--- config.mk ---
export PLATFORM = sky130hd
export DESIGN_NAME = rtcp_header_validity_check
export DESIGN_NICKNAME = d
export VERILOG_FILES = /design/src/rtl/core/rhvc_pkg.sv /design/src/rtl/core/rtcp_header_validity_check.sv /design/src/rtl/core/rhvc_in_stage.sv /design/src/rtl/core/rhvc_eval.sv /design/src/rtl/core/rhvc_out_stage.sv
export SDC_FILE = /design/constraint.sdc
export NUM_CORES = 1
export LEC_CHECK = 0
export BUFFER_PORTS_ARGS = -buffer_cell sky130_fd_sc_hd__buf_2
export CAP_MARGIN = 10
export CORE_MARGIN = 2
export CORE_UTILIZATION = 30
export CTS_CLUSTER_DIAMETER = 150
export CTS_CLUSTER_SIZE = 20
export DETAILED_ROUTE_END_ITERATION = 10
export GPL_ROUTABILITY_DRIVEN = 0
export PLACE_DENSITY_LB_ADDON = 0.2
export SLEW_MARGIN = 20
export SYNTH_ARGS = -nofsm -noshare
export SYNTH_HDL_FRONTEND = slang
export SYNTH_HIERARCHICAL = 1
export SYNTH_SLANG_ARGS = --single-unit
--- constraint.sdc ---
create_clock -name clk_i -period 4.3 [get_ports clk_i]
set_input_delay 0.215 -clock clk_i [delete_from_list [all_inputs] [get_ports clk_i]]
set_output_delay 0.215 -clock clk_i [all_outputs]
set_load 0.05 [all_outputs]
--- src/rtl/core/rhvc_pkg.sv ---
package rhvc_pkg;

  // rtcp header fields
  localparam logic [1:0] RTCP_VERSION = 2'd2;
  localparam logic [7:0] PT_SR        = 8'd200;
  localparam logic [7:0] PT_MIN       = 8'd200;
  localparam logic [7:0] PT_MAX       = 8'd204;

  // width in bits of the sub-header chain position, counted in words
  localparam int unsigned NHP_W = 17;

  // verdict codes, first error found wins
  typedef enum logic [2:0] {
    ERR_OK      = 3'd0,
    ERR_SHORT   = 3'd1,
    ERR_FIRST   = 3'd2,
    ERR_CHAIN   = 3'd3,
    ERR_VERSION = 3'd4,
    ERR_PTYPE   = 3'd5,
    ERR_PAD     = 3'd6
  } rhvc_err_e;

  // one word of a datagram
  typedef struct packed {
    logic [31:0] data_word;
    logic [15:0] packet_bytes;
    logic        last_word;
  } rhvc_in_t;

  // one verdict
  typedef struct packed {
    logic       valid_res;
    logic [2:0] error_code;
  } rhvc_out_t;

  // handoff between the input register and the evaluation logic
  typedef struct packed {
    logic valid;
    logic last;
    logic advance;
  } rhvc_ctrl_t;

endpackage

--- src/rtl/core/rtcp_header_validity_check.sv ---
// RTCP header validity check, streaming.
// Input channel (in_valid_i/in_ready_o/in_item_i): one transaction per 32-bit
// datagram word, first byte in bits 31:24, with the datagram byte length on
// every word and last_word set on the final word.
// Output channel (out_valid_o/out_ready_i/out_item_o): one transaction per
// datagram, issued for its last word: valid_res and error_code (0 ok,
// 1 too short, 2 compound first not SR/RR, 3 compound length mismatch,
// 4 version, 5 payload type, 6 padding).
// Throughput: one word per cycle, across datagrams, while verdicts are taken.
// Path: the last word is taken into the input register, where the check logic
// works on it, and the verdict enters the output register once that register
// is free.
// Reset empties both registers and clears the running state; the block then
// starts at the first word of a new datagram.
// When the receiver stalls, the verdict waits in the output register; words
// that are not last keep flowing, and a last word waits in the input
// register until the output register frees up.
module rtcp_header_validity_check #(
  parameter int unsigned MAX_PACKET_BYTES = 65535
) (
  input  logic                clk_i,
  input  logic                rst_ni,
  input  logic                in_valid_i,
  output logic                in_ready_o,
  input  rhvc_pkg::rhvc_in_t  in_item_i,
  output logic                out_valid_o,
  input  logic                out_ready_i,
  output rhvc_pkg::rhvc_out_t out_item_o
);
  import rhvc_pkg::*;

  logic       stage_valid;
  rhvc_in_t   stage_item;
  logic       load_ready;
  rhvc_out_t  verdict;
  rhvc_ctrl_t ctrl;

  // a word moves on unless it is last and the output register is full
  assign ctrl.valid   = stage_valid;
  assign ctrl.last    = stage_item.last_word;
  assign ctrl.advance = stage_valid && (!stage_item.last_word || load_ready);

  rhvc_in_stage u_in_stage (
    .clk_i         (clk_i),
    .rst_ni        (rst_ni),
    .in_valid_i    (in_valid_i),
    .in_ready_o    (in_ready_o),
    .in_item_i     (in_item_i),
    .advance_i     (ctrl.advance),
    .stage_valid_o (stage_valid),
    .stage_item_o  (stage_item)
  );

  rhvc_eval #(
    .MAX_PACKET_BYTES (MAX_PACKET_BYTES)
  ) u_eval (
    .clk_i    (clk_i),
    .rst_ni   (rst_ni),
    .ctrl_i   (ctrl),
    .item_i   (stage_item),
    .result_o (verdict)
  );

  rhvc_out_stage u_out_stage (
    .clk_i        (clk_i),
    .rst_ni       (rst_ni),
    .load_valid_i (ctrl.valid && ctrl.last),
    .load_ready_o (load_ready),
    .load_item_i  (verdict),
    .out_valid_o  (out_valid_o),
    .out_ready_i  (out_ready_i),
    .out_item_o   (out_item_o)
  );

endmodule

--- src/rtl/core/rhvc_in_stage.sv ---
module rhvc_in_stage (
  input  logic                clk_i,
  input  logic                rst_ni,
  input  logic                in_valid_i,
  output logic                in_ready_o,
  input  rhvc_pkg::rhvc_in_t  in_item_i,
  input  logic                advance_i,
  output logic                stage_valid_o,
  output rhvc_pkg::rhvc_in_t  stage_item_o
);
  import rhvc_pkg::*;

  logic     vld_q, vld_d;
  rhvc_in_t item_q;
  logic     accept;

  // free when empty or when the held word moves on this cycle
  assign in_ready_o = !vld_q || advance_i;
  assign accept     = in_valid_i && in_ready_o;

  // occupancy
  always_comb begin
    vld_d = vld_q;
    if (accept) begin
      vld_d = 1'b1;
    end else if (advance_i) begin
      vld_d = 1'b0;
    end
  end

  always_ff @(posedge clk_i or negedge rst_ni) begin
    if (!rst_ni) begin
      vld_q <= 1'b0;
    end else begin
      vld_q <= vld_d;
    end
  end

  // payload, no reset needed
  always_ff @(posedge clk_i) begin
    if (accept) begin
      item_q <= in_item_i;
    end
  end

  assign stage_valid_o = vld_q;
  assign stage_item_o  = item_q;

endmodule

--- src/rtl/core/rhvc_eval.sv ---
module rhvc_eval #(
  parameter int unsigned MAX_PACKET_BYTES = 65535
) (
  input  logic                clk_i,
  input  logic                rst_ni,
  input  rhvc_pkg::rhvc_ctrl_t ctrl_i,
  input  rhvc_pkg::rhvc_in_t  item_i,
  output rhvc_pkg::rhvc_out_t result_o
);
  import rhvc_pkg::*;

  localparam int unsigned POS_MAX = (MAX_PACKET_BYTES - 1) / 4;
  localparam int unsigned POS_W   = $clog2(POS_MAX + 1);
  localparam logic [15:0] LEN_MAX = 16'(MAX_PACKET_BYTES);

  // running datagram state
  logic [POS_W-1:0] pos_q, pos_d;
  logic [NHP_W-1:0] nhp_q, nhp_d;
  logic             cmp_q, cmp_d;
  logic             stop_q, stop_d;
  logic             padf_q, padf_d;
  logic [15:0]      flen_q, flen_d;
  rhvc_err_e        err_q, err_d;

  logic [15:0]      len;
  logic [13:0]      end_w;
  logic [NHP_W-1:0] end_x;
  logic [31:0]      w;
  logic [1:0]       ver;
  logic             pad;
  logic [7:0]       pt;
  logic [15:0]      hlen;
  logic [NHP_W-1:0] hlen_p1;
  logic             first;

  logic             f_cmp;
  rhvc_err_e        f_err;
  logic             cur_cmp;
  rhvc_err_e        cur_err;
  logic             cur_padf;
  logic [15:0]      cur_flen;
  logic [NHP_W-1:0] cur_nhp;
  logic             chain_hit;
  logic [NHP_W-1:0] nhp_after;
  logic             stop_after;

  logic [1:0]       lane;
  logic [7:0]       padbyte;
  rhvc_err_e        code;

  // field extraction and length clamp
  assign w       = item_i.data_word;
  assign len     = (item_i.packet_bytes > LEN_MAX) ? LEN_MAX : item_i.packet_bytes;
  assign end_w   = len[15:2];
  assign end_x   = NHP_W'(end_w);
  assign ver     = w[31:30];
  assign pad     = w[29];
  assign pt      = w[23:16];
  assign hlen    = w[15:0];
  assign hlen_p1 = NHP_W'(hlen) + NHP_W'(1);
  assign first   = (pos_q == '0);

  // first header checks
  always_comb begin
    f_cmp = (len >= 16'd4) && (end_x > hlen_p1);
    priority if (len < 16'd4) begin
      f_err = ERR_SHORT;
    end else if (f_cmp) begin
      f_err = (ver != RTCP_VERSION || pad || (pt & 8'hFE) != PT_SR) ? ERR_FIRST : ERR_OK;
    end else if (ver != RTCP_VERSION) begin
      f_err = ERR_VERSION;
    end else if (pt < PT_MIN || pt > PT_MAX) begin
      f_err = ERR_PTYPE;
    end else begin
      f_err = ERR_OK;
    end
  end

  // state as seen after this word's first header update
  assign cur_cmp  = first ? f_cmp : cmp_q;
  assign cur_err  = first ? f_err : err_q;
  assign cur_padf = first ? pad : padf_q;
  assign cur_flen = first ? hlen : flen_q;
  assign cur_nhp  = (first && f_cmp) ? hlen_p1 : nhp_q;

  // compound sub-header chain walk
  assign chain_hit = !first && cmp_q && (err_q == ERR_OK) && !stop_q
                     && (NHP_W'(pos_q) == nhp_q) && (nhp_q < end_x);
  assign nhp_after  = (chain_hit && ver == RTCP_VERSION) ? nhp_q + hlen_p1 : cur_nhp;
  assign stop_after = stop_q || (chain_hit && ver != RTCP_VERSION);

  // padding byte lane of the last word
  assign lane = len[1:0] - 2'd1;
  always_comb begin
    unique case (lane)
      2'd0:    padbyte = w[31:24];
      2'd1:    padbyte = w[23:16];
      2'd2:    padbyte = w[15:8];
      default: padbyte = w[7:0];
    endcase
  end

  // verdict
  always_comb begin
    code = cur_err;
    if (cur_err == ERR_OK) begin
      if (cur_cmp) begin
        if (nhp_after != end_x) begin
          code = ERR_CHAIN;
        end
      end else if (cur_padf && (18'(padbyte) > {cur_flen, 2'b00})) begin
        code = ERR_PAD;
      end
    end
  end

  assign result_o.valid_res  = (code == ERR_OK);
  assign result_o.error_code = code;

  // next state, cleared after every verdict
  always_comb begin
    pos_d  = pos_q;
    nhp_d  = nhp_q;
    cmp_d  = cmp_q;
    stop_d = stop_q;
    padf_d = padf_q;
    flen_d = flen_q;
    err_d  = err_q;
    if (ctrl_i.advance) begin
      if (ctrl_i.last) begin
        pos_d  = '0;
        nhp_d  = '0;
        cmp_d  = 1'b0;
        stop_d = 1'b0;
        padf_d = 1'b0;
        flen_d = '0;
        err_d  = ERR_OK;
      end else begin
        pos_d  = (pos_q < POS_W'(POS_MAX)) ? pos_q + POS_W'(1) : pos_q;
        nhp_d  = nhp_after;
        cmp_d  = cur_cmp;
        stop_d = stop_after;
        padf_d = cur_padf;
        flen_d = cur_flen;
        err_d  = cur_err;
      end
    end
  end

  always_ff @(posedge clk_i or negedge rst_ni) begin
    if (!rst_ni) begin
      pos_q  <= '0;
      nhp_q  <= '0;
      cmp_q  <= 1'b0;
      stop_q <= 1'b0;
      padf_q <= 1'b0;
      flen_q <= '0;
      err_q  <= ERR_OK;
    end else begin
      pos_q  <= pos_d;
      nhp_q  <= nhp_d;
      cmp_q  <= cmp_d;
      stop_q <= stop_d;
      padf_q <= padf_d;
      flen_q <= flen_d;
      err_q  <= err_d;
    end
  end

endmodule

--- src/rtl/core/rhvc_out_stage.sv ---
module rhvc_out_stage (
  input  logic                clk_i,
  input  logic                rst_ni,
  input  logic                load_valid_i,
  output logic                load_ready_o,
  input  rhvc_pkg::rhvc_out_t load_item_i,
  output logic                out_valid_o,
  input  logic                out_ready_i,
  output rhvc_pkg::rhvc_out_t out_item_o
);
  import rhvc_pkg::*;

  logic      vld_q, vld_d;
  rhvc_out_t item_q;
  logic      load;

  // free when empty or when the held verdict is taken
  assign load_ready_o = !vld_q || out_ready_i;
  assign load         = load_valid_i && load_ready_o;

  always_comb begin
    vld_d = vld_q;
    if (load) begin
      vld_d = 1'b1;
    end else if (out_ready_i) begin
      vld_d = 1'b0;
    end
  end

  always_ff @(posedge clk_i or negedge rst_ni) begin
    if (!rst_ni) begin
      vld_q <= 1'b0;
    end else begin
      vld_q <= vld_d;
    end
  end

  always_ff @(posedge clk_i) begin
    if (load) begin
      item_q <= load_item_i;
    end
  end

  assign out_valid_o = vld_q;
  assign out_item_o  = item_q;

endmodule

==> results <==
- Based on the critical path, the design can be clocked at up to between 0.2 and 0.25 GHz.
- The final-report max-slew violation count was 0.
- In the routed design, unresolved DRC markers number 0.
- The buffer cell driving the clock tree root is sky130_fd_sc_hd__clkbuf_16.
- The endpoint of the worst-slack reg-to-reg timing path is u_out_stage/out_item_o[1].
- The data arrival time of the critical path is 4280 ps.
- The via count of the first global-routing pass came to roughly 6200.
- The dominant cell type by area after synthesis is sky130_fd_sc_hd__edfxtp_1.
- The critical path ends at u_out_stage/out_item_o[1].
- The count of H-tree levels built during CTS is 3.
- By count the netlist is led by 67 x sky130_fd_sc_hd__inv_1, 63 x sky130_fd_sc_hd__nand2_1, 55 x sky130_fd_sc_hd__dfrtp_1.
- The data required time of the worst path is roughly 4400 ps.
- The cell area after layout is 8920 um2.
- The number of rows in the core area is 58.
- The run finished, with violations left.
- The pin count of the biggest net entering global routing is 56.
- The power density of the placed cells is roughly 380 nW/um2.
- The cell count after placement is roughly 1200.
- The number of iterations in the first detailed-routing pass is 5.
- Dividing the final minimum period by the clock period gives 97.0%.
- The number of hold violations in the final report is 5.
- The number of ports placed on the die boundary is 59.
- Counting the fill cells in the layout gives between 2000 and 3000.
- The post-route minimum period is ~4200 ps.
- The primary flip-flop cell chosen by synthesis mapping is sky130_fd_sc_hd__dfrtp_1.
- In the final routed layout, each cell accounts on average for just under 20 um.
- The clock net sink count is approximately 110.
- The synthesized net count is about 900.
- The die extent in y is about 160 um.
- VDD sags by at most ~0.00019 V.
- The maximum fanout along the worst path is 7.
- The worst reg2reg path startpoint is u_in_stage/stage_item_o[17].
- The area of the die is approximately 27000 um2.
- The first global-routing pass estimated approximately 37000 um of wire.
- In this run, the number of DRC markers left after iteration 0 of detailed routing was between 500 and 600.
- The number of cells produced by synthesis is 797.
- The clock tree skew after final layout is between 10 and 15 ps.
- The maximum clock path buffer count is 2.
- The most frequent cell after synthesis is sky130_fd_sc_hd__inv_1.
- Sorting the synthesized cells by area gives the leading types as sky130_fd_sc_hd__edfxtp_1 21%, sky130_fd_sc_hd__dfrtp_1 18%, sky130_fd_sc_hd__ha_1 8.6%.
- The tightest min-delay check is of the in -> async type.
- The clock tree from TritonCTS is done.
- The post-place instance area is about 8500 um2.
- Each instance of the synthesized netlist takes up on average around 9.5 um2.
- The detailed-placement wirelength estimate is between 15000 and 20000 um.
- The clock latency of the later-clocked register in the worst-skew pair is between 300 and 400 ps.
- The placeable core region is approximately 25000 um2.
- The post-layout net count is roughly 1000.
- In this run the static leakage power is around 3.8 nW.
- Sequential elements use roughly two fifths of the synthesized area.
- The number of enable-type register cells in the synthesized netlist is 53.
- The post-synthesis sequential element count is 108.
- Across all hold checks on the routed design, the worst slack comes to -14.7 ps.
- In the synthesized netlist the async set-or-reset flop fraction comes to 50.9%.
- The fraction of layout cells with a size suffix above 1 is 19.4%.
- Once layout is complete, the cells apart from fillers number 1227.
- Setup violations remaining at the end of the flow were counted as 0.
- The initial antenna violation count is 0.
- The checks that failed: hold timing.
- Input and output buffers added on the ports amount to 58.
- The total wire length after detailed routing is roughly 24000 um.
- The detailed-route via count is 6486.
- The tool flagged a number of max-cap violations equal to 0.
- Global routing used about a fifth of the available tracks across all layers.
- The worst slew margin relative to its limit is roughly 50%.
- TritonCTS created 9 clock buffers.
- The top cell type's share of synthesized area is roughly a fifth.
- Dividing the detail-routed via count by the number of cells gives roughly 5.3.
- STA classifies the critical path endpoint as a flip-flop.
- The first element of the critical path is u_in_stage/stage_item_o[17].
- In this run the remaining antenna-violating nets after routing total 0.
- The clock transition time at the flip-flop clock pins of the worst setup and hold paths is approximately 90 ps.
- The die boundary width is approximately 160 um.
- The remaining global-route overflow is 0.
- The starting utilization of the core area is between 30% and 40%.
- The count of cell types in the netlist is roughly 80.
- Setup slack on the worst reg-to-reg path comes out at about 130 ps.
- The slew at the pin closest to its max-slew limit is roughly 750 ps.
- The Yosys step of the flow raised 6 warnings.
- Relative to the synthesized area, the layout overhead comes to 17.6%.
- Counting cells, the worst reg-to-reg path comes to 18.
- The summed instance area of the synthesized netlist is roughly 7600 um2.
- The repair_antennas step left the layout with diodes totalling 0.
- The category of the worst setup path launch point is a flip-flop.
- The critical setup path kind is reg -> reg.
## worst min path at each step
stage                        from                     endpoint  slack [ps]  depth (start not counted)
global route         in_item_i[2]   u_in_stage/stage_item_o[2]           3                          1
floorplan                  rst_ni                 u_eval/cmp_q         -80                          0
CTS                 in_item_i[38]  u_in_stage/stage_item_o[38]           2                          1
global placement    in_item_i[25]  u_in_stage/stage_item_o[25]         390                          1
detailed placement  in_item_i[31]  u_in_stage/stage_item_o[31]         390                          1
finish                     rst_ni     u_in_stage/stage_valid_o         -10                          2
## power by group
part	total [mW]	switching, mW	internal [mW]
clock	0.859	0.443	0.416
combinational	1.19	0.700	0.492
sequential	1.35	0.131	1.21
total	3.40	1.27	2.12
## timing repair
| item | CTS | global route |
|---|---|---|
| endpoints found under the setup margin | 2 | 3 |
| setup buffers | 0 | 2 |
| endpoints found under the hold margin | 0 | 2 |
| pin swaps | 0 | 3 |
| gates resized for setup | 1 | 12 |
| hold buffers | 0 | 2 |
## registers in the layout, summed over array words and instances, names as in the netlist
signal / cells
u_eval/cmp_q: 1
u_in_stage/stage_valid_o: 1
u_eval/err_q: 3
u_eval/stop_q: 1
u_eval/flen_q: 16
u_eval/pos_q: 14
u_eval/padf_q: 1
u_in_stage/stage_item_o: 49
u_out_stage/out_item_o: 4
u_out_stage/out_valid_o: 1
u_eval/nhp_q: 17
## layout make-up
cell class	count	area (um2)	share of cell area (%)
Sequential cell	108	2970	33.3
Tap cell	330	413	4.63
Timing Repair Buffer	119	766	8.58
Clock inverter	7	78.8	0.883
Inverter	67	251	2.82
Clock buffer	9	225	2.52
Multi-Input combinational cell	587	4220	47.3
## layout by cell type (no fill, tap or decap), types with 4 or more instances in the layout
cell type / synthesis / final
sky130_fd_sc_hd__inv_1: 67 / 67
sky130_fd_sc_hd__mux4_2: 5 / 5
sky130_fd_sc_hd__nor2_1: 51 / 51
sky130_fd_sc_hd__a21o_1: 6 / 6
sky130_fd_sc_hd__nand2b_1: 10 / 10
sky130_fd_sc_hd__o21a_1: 4 / 4
sky130_fd_sc_hd__nor3_1: 20 / 20
sky130_fd_sc_hd__buf_2: 8 / 58
sky130_fd_sc_hd__xnor2_1: 44 / 40
sky130_fd_sc_hd__buf_4: 1 / 58
sky130_fd_sc_hd__o221ai_1: 6 / 6
sky130_fd_sc_hd__o21ai_0: 38 / 36
sky130_fd_sc_hd__nor4_1: 9 / 9
sky130_fd_sc_hd__nand4_1: 30 / 30
sky130_fd_sc_hd__edfxtp_1: 53 / 53
sky130_fd_sc_hd__xnor2_2: 1 / 5
sky130_fd_sc_hd__ha_1: 52 / 51
sky130_fd_sc_hd__nand2_1: 63 / 63
sky130_fd_sc_hd__a21oi_1: 51 / 51
sky130_fd_sc_hd__o211ai_1: 5 / 5
sky130_fd_sc_hd__xor2_1: 20 / 19
sky130_fd_sc_hd__and2_1: 5 / 5
sky130_fd_sc_hd__clkbuf_16: 0 / 9
sky130_fd_sc_hd__mux2i_1: 11 / 11
sky130_fd_sc_hd__o22ai_1: 27 / 27
sky130_fd_sc_hd__a211oi_1: 4 / 4
sky130_fd_sc_hd__dfrtp_1: 55 / 55
sky130_fd_sc_hd__and3_1: 5 / 5
sky130_fd_sc_hd__or3_1: 7 / 7
sky130_fd_sc_hd__o21ai_1: 6 / 8
sky130_fd_sc_hd__nand3_1: 20 / 20
sky130_fd_sc_hd__a22o_1: 11 / 11
## metal layers
metal	GRT usage, %	up-vias	part of all wire (%)
li1	-	3123	-
met1	26.2	3130	48
met2	29.2	194	45
met3	2.85	39	4.3
met4	6.76	0	3.1
met5	0	-	0
## worst max-delay path, stage by stage, from the launching register on
cell	delay, ps
sky130_fd_sc_hd__edfxtp_1	400
sky130_fd_sc_hd__ha_1	230
sky130_fd_sc_hd__and4_2	250
sky130_fd_sc_hd__buf_4	160
sky130_fd_sc_hd__nand4_1	100
sky130_fd_sc_hd__xor2_1	230
sky130_fd_sc_hd__ha_1	290
sky130_fd_sc_hd__a21oi_1	160
sky130_fd_sc_hd__o22ai_1	100
sky130_fd_sc_hd__a211o_2	280
sky130_fd_sc_hd__o2111a_2	280
sky130_fd_sc_hd__buf_4	170
sky130_fd_sc_hd__a21oi_1	160
sky130_fd_sc_hd__a31o_2	130
sky130_fd_sc_hd__o211ai_1	80
sky130_fd_sc_hd__nor4_1	380
sky130_fd_sc_hd__buf_4	170
sky130_fd_sc_hd__o2111a_2	250
sky130_fd_sc_hd__o31ai_1	80
## logic make-up (layout without fill, tap and decap cells)
| logic type | count (synthesis) | after routing | synth area share, % |
|---|---|---|---|
| and+or+nand+nor | 251 | 251 | 17.7 |
| AOI/OAI and AO/OA | 201 | 201 | 17.4 |
| DFF | 108 | 108 | 39.1 |
| buffers and inverters | 102 | 202 | 6.04 |
| xor gates and xnor gates | 65 | 65 | 7.60 |
| adders and majority gates | 53 | 53 | 8.84 |
| muxes | 17 | 17 | 3.28 |
## per-stage QoR
stage / power, mW / setup slack [ps] / setup TNS [ps] / util, %
final: 3.40 / 131 / 0 / 35.6
after global routing: 3.59 / -0.590 / -0.590 / 35.6
after CTS: 3.40 / 6.43 / 0 / 35.3
after detailed placement: 2.52 / 0.409 / 0 / 34.1
after global placement: 2.53 / 73.3 / 0 / 34.1
after floorplan: 2.13 / 483 / 0 / -
Power figures use the tool's default switching activity.
